**config.mk**
```make
export PLATFORM = sky130hd
export DESIGN_NAME = calendar_clock_with_weekday_flat
export DESIGN_NICKNAME = d
export VERILOG_FILES = /design/src/ccw_pkg.sv /design/src/ccw_if.sv /design/src/calendar_clock_with_weekday.sv /design/src/flat_wrapper.sv
export SDC_FILE = /design/constraint.sdc
export NUM_CORES = 1
export LEC_CHECK = 0
export ABC_AREA = 1
export BUFFER_PORTS_ARGS = -buffer_cell sky130_fd_sc_hd__buf_2
export CAP_MARGIN = 20
export CORE_ASPECT_RATIO = 0.6
export CORE_MARGIN = 2
export CORE_UTILIZATION = 53
export CTS_CLUSTER_DIAMETER = 60
export DETAILED_ROUTE_END_ITERATION = 16
export GPL_TIMING_DRIVEN = 1
export PLACE_DENSITY_LB_ADDON = 0.15
export RECOVER_POWER = 25
export REMOVE_ABC_BUFFERS = 1
export SYNTH_ARGS = -nofsm -noshare
export SYNTH_HDL_FRONTEND = slang
export SYNTH_SLANG_ARGS = --single-unit
export TNS_END_PERCENT = 100
```
**constraint.sdc**
```tcl
create_clock -name clk -period 6.58 [get_ports clk]
set_input_delay 0.658 -clock clk [delete_from_list [all_inputs] [get_ports clk]]
set_output_delay 0.658 -clock clk [all_outputs]
set_load 0.03 [all_outputs]
```
**src/ccw_pkg.sv**
```systemverilog
// ----------------------------------------------------------------------------
// ccw_pkg - calendar clock shared definitions
// Beat layouts, field limits, month codes and the calendar helper functions.
// ----------------------------------------------------------------------------
package ccw_pkg;

	// action codes
	localparam logic ACT_TICK = 1'b0;
	localparam logic ACT_SET  = 1'b1;

	// keep mask bit positions
	localparam int KEEP_YEAR   = 0;
	localparam int KEEP_MONTH  = 1;
	localparam int KEEP_DAY    = 2;
	localparam int KEEP_HOUR   = 3;
	localparam int KEEP_MINUTE = 4;
	localparam int KEEP_SECOND = 5;

	// roll-over limits
	localparam logic [5:0] SECOND_MAX  = 6'd59;
	localparam logic [5:0] MINUTE_MAX  = 6'd59;
	localparam logic [4:0] HOUR_MAX    = 5'd23;
	localparam logic [2:0] WEEKDAY_MAX = 3'd6;
	localparam logic [3:0] MONTH_MAX   = 4'd12;

	// months
	localparam logic [3:0] JAN = 4'd1;
	localparam logic [3:0] FEB = 4'd2;
	localparam logic [3:0] APR = 4'd4;
	localparam logic [3:0] JUN = 4'd6;
	localparam logic [3:0] SEP = 4'd9;
	localparam logic [3:0] NOV = 4'd11;
	localparam logic [3:0] DEC = 4'd12;

	// month lengths
	localparam logic [4:0] LEN_28 = 5'd28;
	localparam logic [4:0] LEN_29 = 5'd29;
	localparam logic [4:0] LEN_30 = 5'd30;
	localparam logic [4:0] LEN_31 = 5'd31;

	// reset values
	localparam logic [4:0] DAY_FIRST     = 5'd1;
	localparam logic [2:0] WEEKDAY_RESET = 3'd4;

	// year offset handling: offset 0 is 2015
	localparam logic [8:0] BASE_YY     = 9'd15;   // 2015 mod 100
	localparam logic [7:0] OFFSET_2100 = 8'd85;
	localparam logic [7:0] OFFSET_2200 = 8'd185;
	localparam logic [8:0] CENTURY     = 9'd100;
	localparam logic [8:0] TWO_CENTURY = 9'd200;
	// 6 - 2 * (century mod 4) for the 20th, 21st and 22nd hundreds
	localparam logic [2:0] CENT_20 = 3'd6;
	localparam logic [2:0] CENT_21 = 3'd4;
	localparam logic [2:0] CENT_22 = 3'd2;
	localparam logic [1:0] LEAP_PHASE = 2'd1;     // offset mod 4 of a leap year
	localparam logic [2:0] LEAP_JAN_CODE = 3'd6;
	localparam logic [2:0] LEAP_FEB_CODE = 3'd2;

	typedef struct packed {
		logic       action;
		logic [5:0] keep_mask;
		logic [7:0] new_year;
		logic [3:0] new_month;
		logic [4:0] new_day;
		logic [4:0] new_hour;
		logic [5:0] new_minute;
		logic [5:0] new_second;
	} item_t;

	typedef struct packed {
		logic [7:0] year_out;
		logic [3:0] month_out;
		logic [4:0] day_out;
		logic [4:0] hour_out;
		logic [5:0] minute_out;
		logic [5:0] second_out;
		logic [2:0] weekday_out;
	} result_t;

	// month table of the weekday formula, zero for a month out of range
	function automatic logic [2:0] month_code(input logic [3:0] month);
		logic [2:0] code;
		begin
			case (month)
				4'd1:    code = 3'd0;
				4'd2:    code = 3'd3;
				4'd3:    code = 3'd3;
				4'd4:    code = 3'd6;
				4'd5:    code = 3'd1;
				4'd6:    code = 3'd4;
				4'd7:    code = 3'd6;
				4'd8:    code = 3'd2;
				4'd9:    code = 3'd5;
				4'd10:   code = 3'd0;
				4'd11:   code = 3'd3;
				4'd12:   code = 3'd5;
				default: code = 3'd0;
			endcase
			return code;
		end
	endfunction

	// february follows the plain divide-by-four rule
	function automatic logic [4:0] month_len(input logic [3:0] month, input logic [7:0] year);
		logic [4:0] len;
		begin
			if (month == FEB) begin
				len = (year[1:0] == LEAP_PHASE) ? LEN_29 : LEN_28;
			end else if (month inside {APR, JUN, SEP, NOV}) begin
				len = LEN_30;
			end else begin
				len = LEN_31;
			end
			return len;
		end
	endfunction

	// remainder by seven of an 8-bit value by folding (64 and 8 are 1 mod 7)
	function automatic logic [2:0] mod7(input logic [7:0] value);
		logic [6:0] fold_a;
		logic [3:0] fold_b;
		logic [3:0] rem;
		begin
			fold_a = 7'(value[5:0]) + 7'(value[7:6]);
			fold_b = 4'(fold_a[6:3]) + 4'(fold_a[2:0]);
			if (fold_b >= 4'd14) begin
				rem = fold_b - 4'd14;
			end else if (fold_b >= 4'd7) begin
				rem = fold_b - 4'd7;
			end else begin
				rem = fold_b;
			end
			return rem[2:0];
		end
	endfunction

	// weekday from the table formula, gregorian leap test
	function automatic logic [2:0] weekday_of(input logic [7:0] year, input logic [3:0] month,
		input logic [4:0] day);
		logic [8:0] yoff;
		logic [6:0] yy;
		logic [2:0] cent;
		logic       leap;
		logic [2:0] code;
		logic [7:0] sum;
		begin
			yoff = 9'(year) + BASE_YY;
			if (year < OFFSET_2100) begin
				yy   = 7'(yoff);
				cent = CENT_20;
			end else if (year < OFFSET_2200) begin
				yy   = 7'(yoff - CENTURY);
				cent = CENT_21;
			end else begin
				yy   = 7'(yoff - TWO_CENTURY);
				cent = CENT_22;
			end
			// no multiple of 400 falls in the offset range
			leap = (year[1:0] == LEAP_PHASE) && (yy != 7'd0);
			code = 3'd0;
			if (month >= JAN && month <= DEC) begin
				code = month_code(month);
				if (leap && month == JAN) begin
					code = LEAP_JAN_CODE;
				end else if (leap && month == FEB) begin
					code = LEAP_FEB_CODE;
				end
			end
			sum = 8'(cent) + 8'(day) + 8'(code) + 8'(yy) + 8'(yy[6:2]);
			return mod7(sum);
		end
	endfunction

endpackage

```
**src/ccw_if.sv**
```systemverilog
// ----------------------------------------------------------------------------
// ccw_in_if / ccw_out_if - calendar clock channels
// Valid/ready channels carrying request beats and result beats.
// ----------------------------------------------------------------------------
interface ccw_in_if;
	logic            valid;
	logic            ready;
	ccw_pkg::item_t  data;

	modport source (output valid, output data, input ready);
	modport sink   (input valid, input data, output ready);
endinterface

interface ccw_out_if;
	logic             valid;
	logic             ready;
	ccw_pkg::result_t data;

	modport source (output valid, output data, input ready);
	modport sink   (input valid, input data, output ready);
endinterface

```
**src/calendar_clock_with_weekday.sv**
```systemverilog
// ----------------------------------------------------------------------------
// calendar_clock_with_weekday - calendar clock with weekday
// Date and time counter advanced by tick beats and loaded by set beats.
// ----------------------------------------------------------------------------
// usage
//   item   : request channel; action low is a one-second tick, action high
//            loads every field whose keep_mask bit is clear, then recomputes
//            the month length and the weekday
//   result : one beat per request, the full calendar after that request
// pipeline
//   an accepted request waits in the request register, then the updated
//   calendar is registered in the result register; one request per cycle is
//   sustained while result.ready stays high
// reset
//   arst_n low clears both pipeline slots; the clock reads year offset 0
//   (2015), 1 january, 00:00:00, thursday, month length 31
// stall
//   while result.ready is low the result beat holds; one further request
//   waits in the request register, after which item.ready drops
// ----------------------------------------------------------------------------
module calendar_clock_with_weekday (
	input  logic          clk,
	input  logic          arst_n,
	ccw_in_if.sink        item,
	ccw_out_if.source     result
);

	// request register
	logic             valid_s1;
	ccw_pkg::item_t   item_s1;

	// calendar state
	logic [7:0] year_q;
	logic [3:0] month_q;
	logic [4:0] day_q;
	logic [4:0] hour_q;
	logic [5:0] minute_q;
	logic [5:0] second_q;
	logic [2:0] weekday_q;
	logic [4:0] mlen_q;

	// result register
	logic             rsp_valid_q;
	ccw_pkg::result_t rsp_data_q;

	// next calendar
	logic [7:0] year_d;
	logic [3:0] month_d;
	logic [4:0] day_d;
	logic [4:0] hour_d;
	logic [5:0] minute_d;
	logic [5:0] second_d;
	logic [2:0] weekday_d;
	logic [4:0] mlen_d;

	logic out_free;
	logic s1_adv;

	// result slot can take a beat when empty or being drained
	assign out_free    = !rsp_valid_q || result.ready;
	assign s1_adv      = valid_s1 && out_free;
	assign item.ready  = !valid_s1 || out_free;

	assign result.valid = rsp_valid_q;
	assign result.data  = rsp_data_q;

	always_ff @(posedge clk or negedge arst_n) begin
		if (!arst_n) begin
			valid_s1 <= 1'b0;
		end else if (item.ready) begin
			valid_s1 <= item.valid;
		end
	end

	always_ff @(posedge clk) begin
		if (item.valid && item.ready) begin
			item_s1 <= item.data;
		end
	end

	// carry chain for a tick, masked load for a set
	always_comb begin
		year_d    = year_q;
		month_d   = month_q;
		day_d     = day_q;
		hour_d    = hour_q;
		minute_d  = minute_q;
		second_d  = second_q;
		weekday_d = weekday_q;
		mlen_d    = mlen_q;
		if (item_s1.action == ccw_pkg::ACT_TICK) begin
			// out-of-range counts roll on their next step
			if (second_q < ccw_pkg::SECOND_MAX) begin
				second_d = second_q + 6'd1;
			end else begin
				second_d = 6'd0;
				if (minute_q < ccw_pkg::MINUTE_MAX) begin
					minute_d = minute_q + 6'd1;
				end else begin
					minute_d = 6'd0;
					if (hour_q < ccw_pkg::HOUR_MAX) begin
						hour_d = hour_q + 5'd1;
					end else begin
						hour_d    = 5'd0;
						weekday_d = (weekday_q < ccw_pkg::WEEKDAY_MAX) ?
							weekday_q + 3'd1 : 3'd0;
						if (day_q < mlen_q) begin
							day_d = day_q + 5'd1;
						end else begin
							day_d = ccw_pkg::DAY_FIRST;
							if (month_q < ccw_pkg::MONTH_MAX) begin
								month_d = month_q + 4'd1;
							end else begin
								month_d = ccw_pkg::JAN;
								year_d  = year_q + 8'd1;
							end
							mlen_d = ccw_pkg::month_len(month_d, year_d);
						end
					end
				end
			end
		end else begin
			if (!item_s1.keep_mask[ccw_pkg::KEEP_YEAR])   year_d   = item_s1.new_year;
			if (!item_s1.keep_mask[ccw_pkg::KEEP_MONTH])  month_d  = item_s1.new_month;
			if (!item_s1.keep_mask[ccw_pkg::KEEP_DAY])    day_d    = item_s1.new_day;
			if (!item_s1.keep_mask[ccw_pkg::KEEP_HOUR])   hour_d   = item_s1.new_hour;
			if (!item_s1.keep_mask[ccw_pkg::KEEP_MINUTE]) minute_d = item_s1.new_minute;
			if (!item_s1.keep_mask[ccw_pkg::KEEP_SECOND]) second_d = item_s1.new_second;
			mlen_d    = ccw_pkg::month_len(month_d, year_d);
			weekday_d = ccw_pkg::weekday_of(year_d, month_d, day_d);
		end
	end

	// state moves only when the request beat moves into the result slot
	always_ff @(posedge clk or negedge arst_n) begin
		if (!arst_n) begin
			year_q    <= 8'd0;
			month_q   <= ccw_pkg::JAN;
			day_q     <= ccw_pkg::DAY_FIRST;
			hour_q    <= 5'd0;
			minute_q  <= 6'd0;
			second_q  <= 6'd0;
			weekday_q <= ccw_pkg::WEEKDAY_RESET;
			mlen_q    <= ccw_pkg::LEN_31;
		end else if (s1_adv) begin
			year_q    <= year_d;
			month_q   <= month_d;
			day_q     <= day_d;
			hour_q    <= hour_d;
			minute_q  <= minute_d;
			second_q  <= second_d;
			weekday_q <= weekday_d;
			mlen_q    <= mlen_d;
		end
	end

	always_ff @(posedge clk or negedge arst_n) begin
		if (!arst_n) begin
			rsp_valid_q <= 1'b0;
		end else if (s1_adv) begin
			rsp_valid_q <= 1'b1;
		end else if (result.ready) begin
			rsp_valid_q <= 1'b0;
		end
	end

	always_ff @(posedge clk) begin
		if (s1_adv) begin
			rsp_data_q.year_out    <= year_d;
			rsp_data_q.month_out   <= month_d;
			rsp_data_q.day_out     <= day_d;
			rsp_data_q.hour_out    <= hour_d;
			rsp_data_q.minute_out  <= minute_d;
			rsp_data_q.second_out  <= second_d;
			rsp_data_q.weekday_out <= weekday_d;
		end
	end

endmodule

```
**src/flat_wrapper.sv**
```systemverilog
// flat-port wrapper written by rule: the top's interface ports become plain ports
module calendar_clock_with_weekday_flat 
  (clk, arst_n, item_valid, item_data, item_ready, result_valid, result_data, result_ready);
  ccw_in_if item_i ();
  ccw_out_if result_i ();
  input  logic clk;
  input  logic arst_n;
  input wire logic [$bits(item_i.valid)-1:0] item_valid;
  input wire logic [$bits(item_i.data)-1:0] item_data;
  output wire logic [$bits(item_i.ready)-1:0] item_ready;
  output wire logic [$bits(result_i.valid)-1:0] result_valid;
  output wire logic [$bits(result_i.data)-1:0] result_data;
  input wire logic [$bits(result_i.ready)-1:0] result_ready;
  assign item_i.valid = item_valid;
  assign item_i.data = item_data;
  assign item_ready = item_i.ready;
  assign result_valid = result_i.valid;
  assign result_data = result_i.data;
  assign result_i.ready = result_ready;
  calendar_clock_with_weekday u_core (.clk(clk), .arst_n(arst_n), .item(item_i), .result(result_i));
endmodule
```
==> run_results.csv <==
group,metric,value,unit
run_status,outcome,"finished, violations left",
run_status,violations,"max-capacitance violations, max-slew violations, negative setup slack",
timing,setup_viol,6,
layout,area_delta_synth_final,28.7,%
worst_setup_path,cp_max_fo,5,
layout,num_antenna_cells,0,
yosys,seq_area_frac_synth,0.475,
layout,postLayoutCellArea,0.00915,mm²
placement,dp_worst_setup_slack,-481,ps
yosys,synth_top_area_frac,0.329,
worst_setup_path,worstSetupStartpoint,"u_core.item_s1[34]",
worst_setup_path,worstSetupPathType,"register to register",
worst_setup_path,end_kind,"register",
cts,cts_tree,"built",
yosys,yosys.area_share.adder,0.0943,
cts,cts_max_level,4,
worst_setup_path,arrival,7040,ps
floorplan,dieArea,0.0144,mm²
floorplan,row_count,32,
global_routing,grt_start_max_net_pins,71,
cts,clk_pin_slew_worst_paths,60,ps
routing,vias_per_cell,5.43,
yosys,async_flop_share,0.345,
routing,drtIter0Drc,441,
yosys,synth_area_leaders,"edfxtp_1 (33%), dfrtp_1 (13%), nand2_1 (10%)",
floorplan,num_io_pins,84,
timing,finalSetupTns,-1660,ps
global_routing,grtUsageTotal,0.255,
global_routing,grt_pass1_wl,29000,µm
min_path,hp-class,"input pin to asynchronous set/reset pin",
floorplan,initial_core_util,0.548,
global_routing,grt_overflow,0,
yosys,synth_xor_area_frac,0.0283,
timing,rsz0062_at_grt,"true",
timing,finalMaxSlewViolations,27,
cts,cts_buffer_depth,2,
cts,cts.sinks,119,
placement,placed_area,0.00802,mm²
yosys,synth_top_family_by_area,"simple AND/OR/NAND/NOR gates",
yosys,synthSimpleGateAreaFrac,0.205,
worst_setup_path,critPathLaunchType,"register",
timing,finClkSkew,11.2,ps
layout,final_common_cell,"nand2_1",
layout,multi_input_area,0.00353,mm²
routing,routedWlPerCell,15.8,µm
routing,first_pass_iters,5,
routing,route.detailed.drc,0,
routing,detail-route-antenna-nets,0,
timing,worst_pin_slew,1600,ps
timing,setup_ws,-295,ps
cts,cts_root_buf,"clkbuf_16",
worst_setup_path,slowest_stage,"fa_1",
worst_setup_path,crit_top_cell,"nand2_2",
cts,clk-insertion-delay-late,420,ps
layout,nets,1047,
layout,layout-drive-gt1-share,0.310,
worst_setup_path,worst_path_largest_cell_delay,550,ps
flow_run,drv_cap,1,
timing,fin_crit_sh,1.04,
cts,numCtsBuffers,17,
timing,max_clock_freq,145,MHz
worst_setup_path,reg2reg_from,"u_core.item_s1[34]",
worst_setup_path,r2r-end,"u_core.result.data[0]",
placement,dpl.hpwl,11900,µm
placement,gp_congestion,0.887,
global_routing,grt_pass1_vias,6098,
timing,fin_crit,6870,ps
routing,drt_wl_total,18000,µm
worst_setup_path,reg2reg_slack,-290,ps
yosys,synth-edff-count,78,
floorplan,die_w,154,µm
yosys,synthMuxAreaShare,0.00282,
global_routing,antenna_found_initial,0,
yosys,synth_area,0.00711,mm²
layout,seq_area,0.00337,mm²
yosys,yosysWarnings,0,
timing,final_hold_viol_count,0,
routing,vias,6183,
timing,relSlewSlack,-0.0656,
worst_setup_path,crit_required,6740,ps
floorplan,die_h,93.7,µm
yosys,yosysUniqueCellTypes,48,
yosys,synth_compound_area_frac,0.125,
worst_setup_path,crit_end,"u_core.result.data[0]",
floorplan,core-area,0.0130,mm²
yosys,synth_top_cell_by_area,"edfxtp_1",
layout,n_fill_cell,936,
layout,final_cell_mix,"nand2_1 (166), inv_1 (94), o21ai_0 (81), buf_2 (81), edfxtp_1 (78)",
placement,portBuffers,83,
yosys,synth-seq-cells,119,
yosys,synthCells,801,
yosys,avgSynthCellArea,8.88,µm²
yosys,synth_ff_type,"edfxtp_1",
worst_setup_path,r2r_cells,45,
-- stage by stage --
| stage | hold WS, ps | cells | util |
|---|---|---|---|
| after floorplan | 362 | 780 | - |
| after global placement | 474 | 1083 | 0.618 |
| after detailed placement | 496 | 1083 | 0.618 |
| after CTS | 396 | 1126 | 0.679 |
| after global routing | 396 | 1138 | 0.705 |
| final | 348 | 1138 | 0.705 |
-- repair_timing --
action / 4_1_cts / 5_1_grt
resized for setup: 30 / 65
hold buffers: 0 / 0
endpoints found under the setup margin: 6 / 6
setup buffers: 11 / 11
pin swaps: 21 / 35
-- critical path: cells and delay by family, from the launching register on --
kind	cells	cell delay [ps]
fa+ha+maj	9	2910
simple gates	18	1480
buf+inv	10	850
compound gates	6	700
flops	1	440
xor+xnor	2	230
-- cell usage after synthesis, types with 5 or more instances --
library cell,n
nor2_2,6
nand2_1,190
dfrtp_1,36
o22ai_1,5
o221ai_1,5
nand2_4,5
nand2_2,19
nand3_1,34
nand3b_1,5
a21oi_1,40
ha_1,36
fa_1,11
inv_1,102
edfxtp_1,78
nor3_1,7
clkbuf_1,14
xor2_1,14
dfstp_2,5
o21ai_0,85
nor2_1,46
xnor2_1,9
-- how the worst min path moves through the flow --
| stage | start | to | slack [ps] | cells after the start |
|---|---|---|---|---|
| 3_3_place_gp | u_core.weekday_q[2] | u_core.weekday_q[2] | 470 | 2 |
| 3_5_place_dp | u_core.weekday_q[2] | u_core.weekday_q[2] | 500 | 2 |
| 5_1_grt | item_data[11] | u_core.item_s1[11] | 400 | 1 |
| 4_1_cts | item_data[21] | u_core.item_s1[21] | 400 | 1 |
| 6_report | arst_n | u_core.day_q[1] | 350 | 1 |
| 2_1_floorplan | arst_n | u_core.day_q[1] | 360 | 0 |
-- area by class of cell --
cell class | instances | area share
clock buffers | 22 | 0.0507
clock inverters | 10 | 0.0186
inverters | 106 | 0.0440
multi-input cells | 555 | 0.386
flip-flops and latches | 119 | 0.369
well taps | 170 | 0.0232
repair buffers | 156 | 0.109
-- cells by family (layout without fill, tap and decap cells) --
logic type,count (synthesis),in the layout
buffers and inverters,127,294
adder cells (fa/ha/maj),47,47
AO/OA/AOI/OAI,160,160
AND/OR/NAND/NOR,323,323
flip-flops,119,119
XOR/XNOR,23,23
multiplexers,2,2
-- layer usage --
layer	vias to the layer above	global-route usage	share of wire
met2	229	0.411	0.46
met1	2932	0.353	0.46
li1	2992	-	-
met3	30	0.0498	0.066
met4	0	0.0810	0.015
met5	-	0	0
-- state kept, by name (all words and copies together), names as in the netlist --
signal,count
u_core.item_s1,41
u_core.result.data,37
u_core.year_q,8
u_core.minute_q,6
u_core.second_q,6
u_core.day_q,5
u_core.hour_q,5
u_core.month_q,4
u_core.weekday_q,3
u_core.mlen_q,2
u_core.result.valid,1
u_core.valid_s1,1
Power is not shown: default switching activity piles up to over one toggle a cycle in this logic, so the estimate is an artifact.
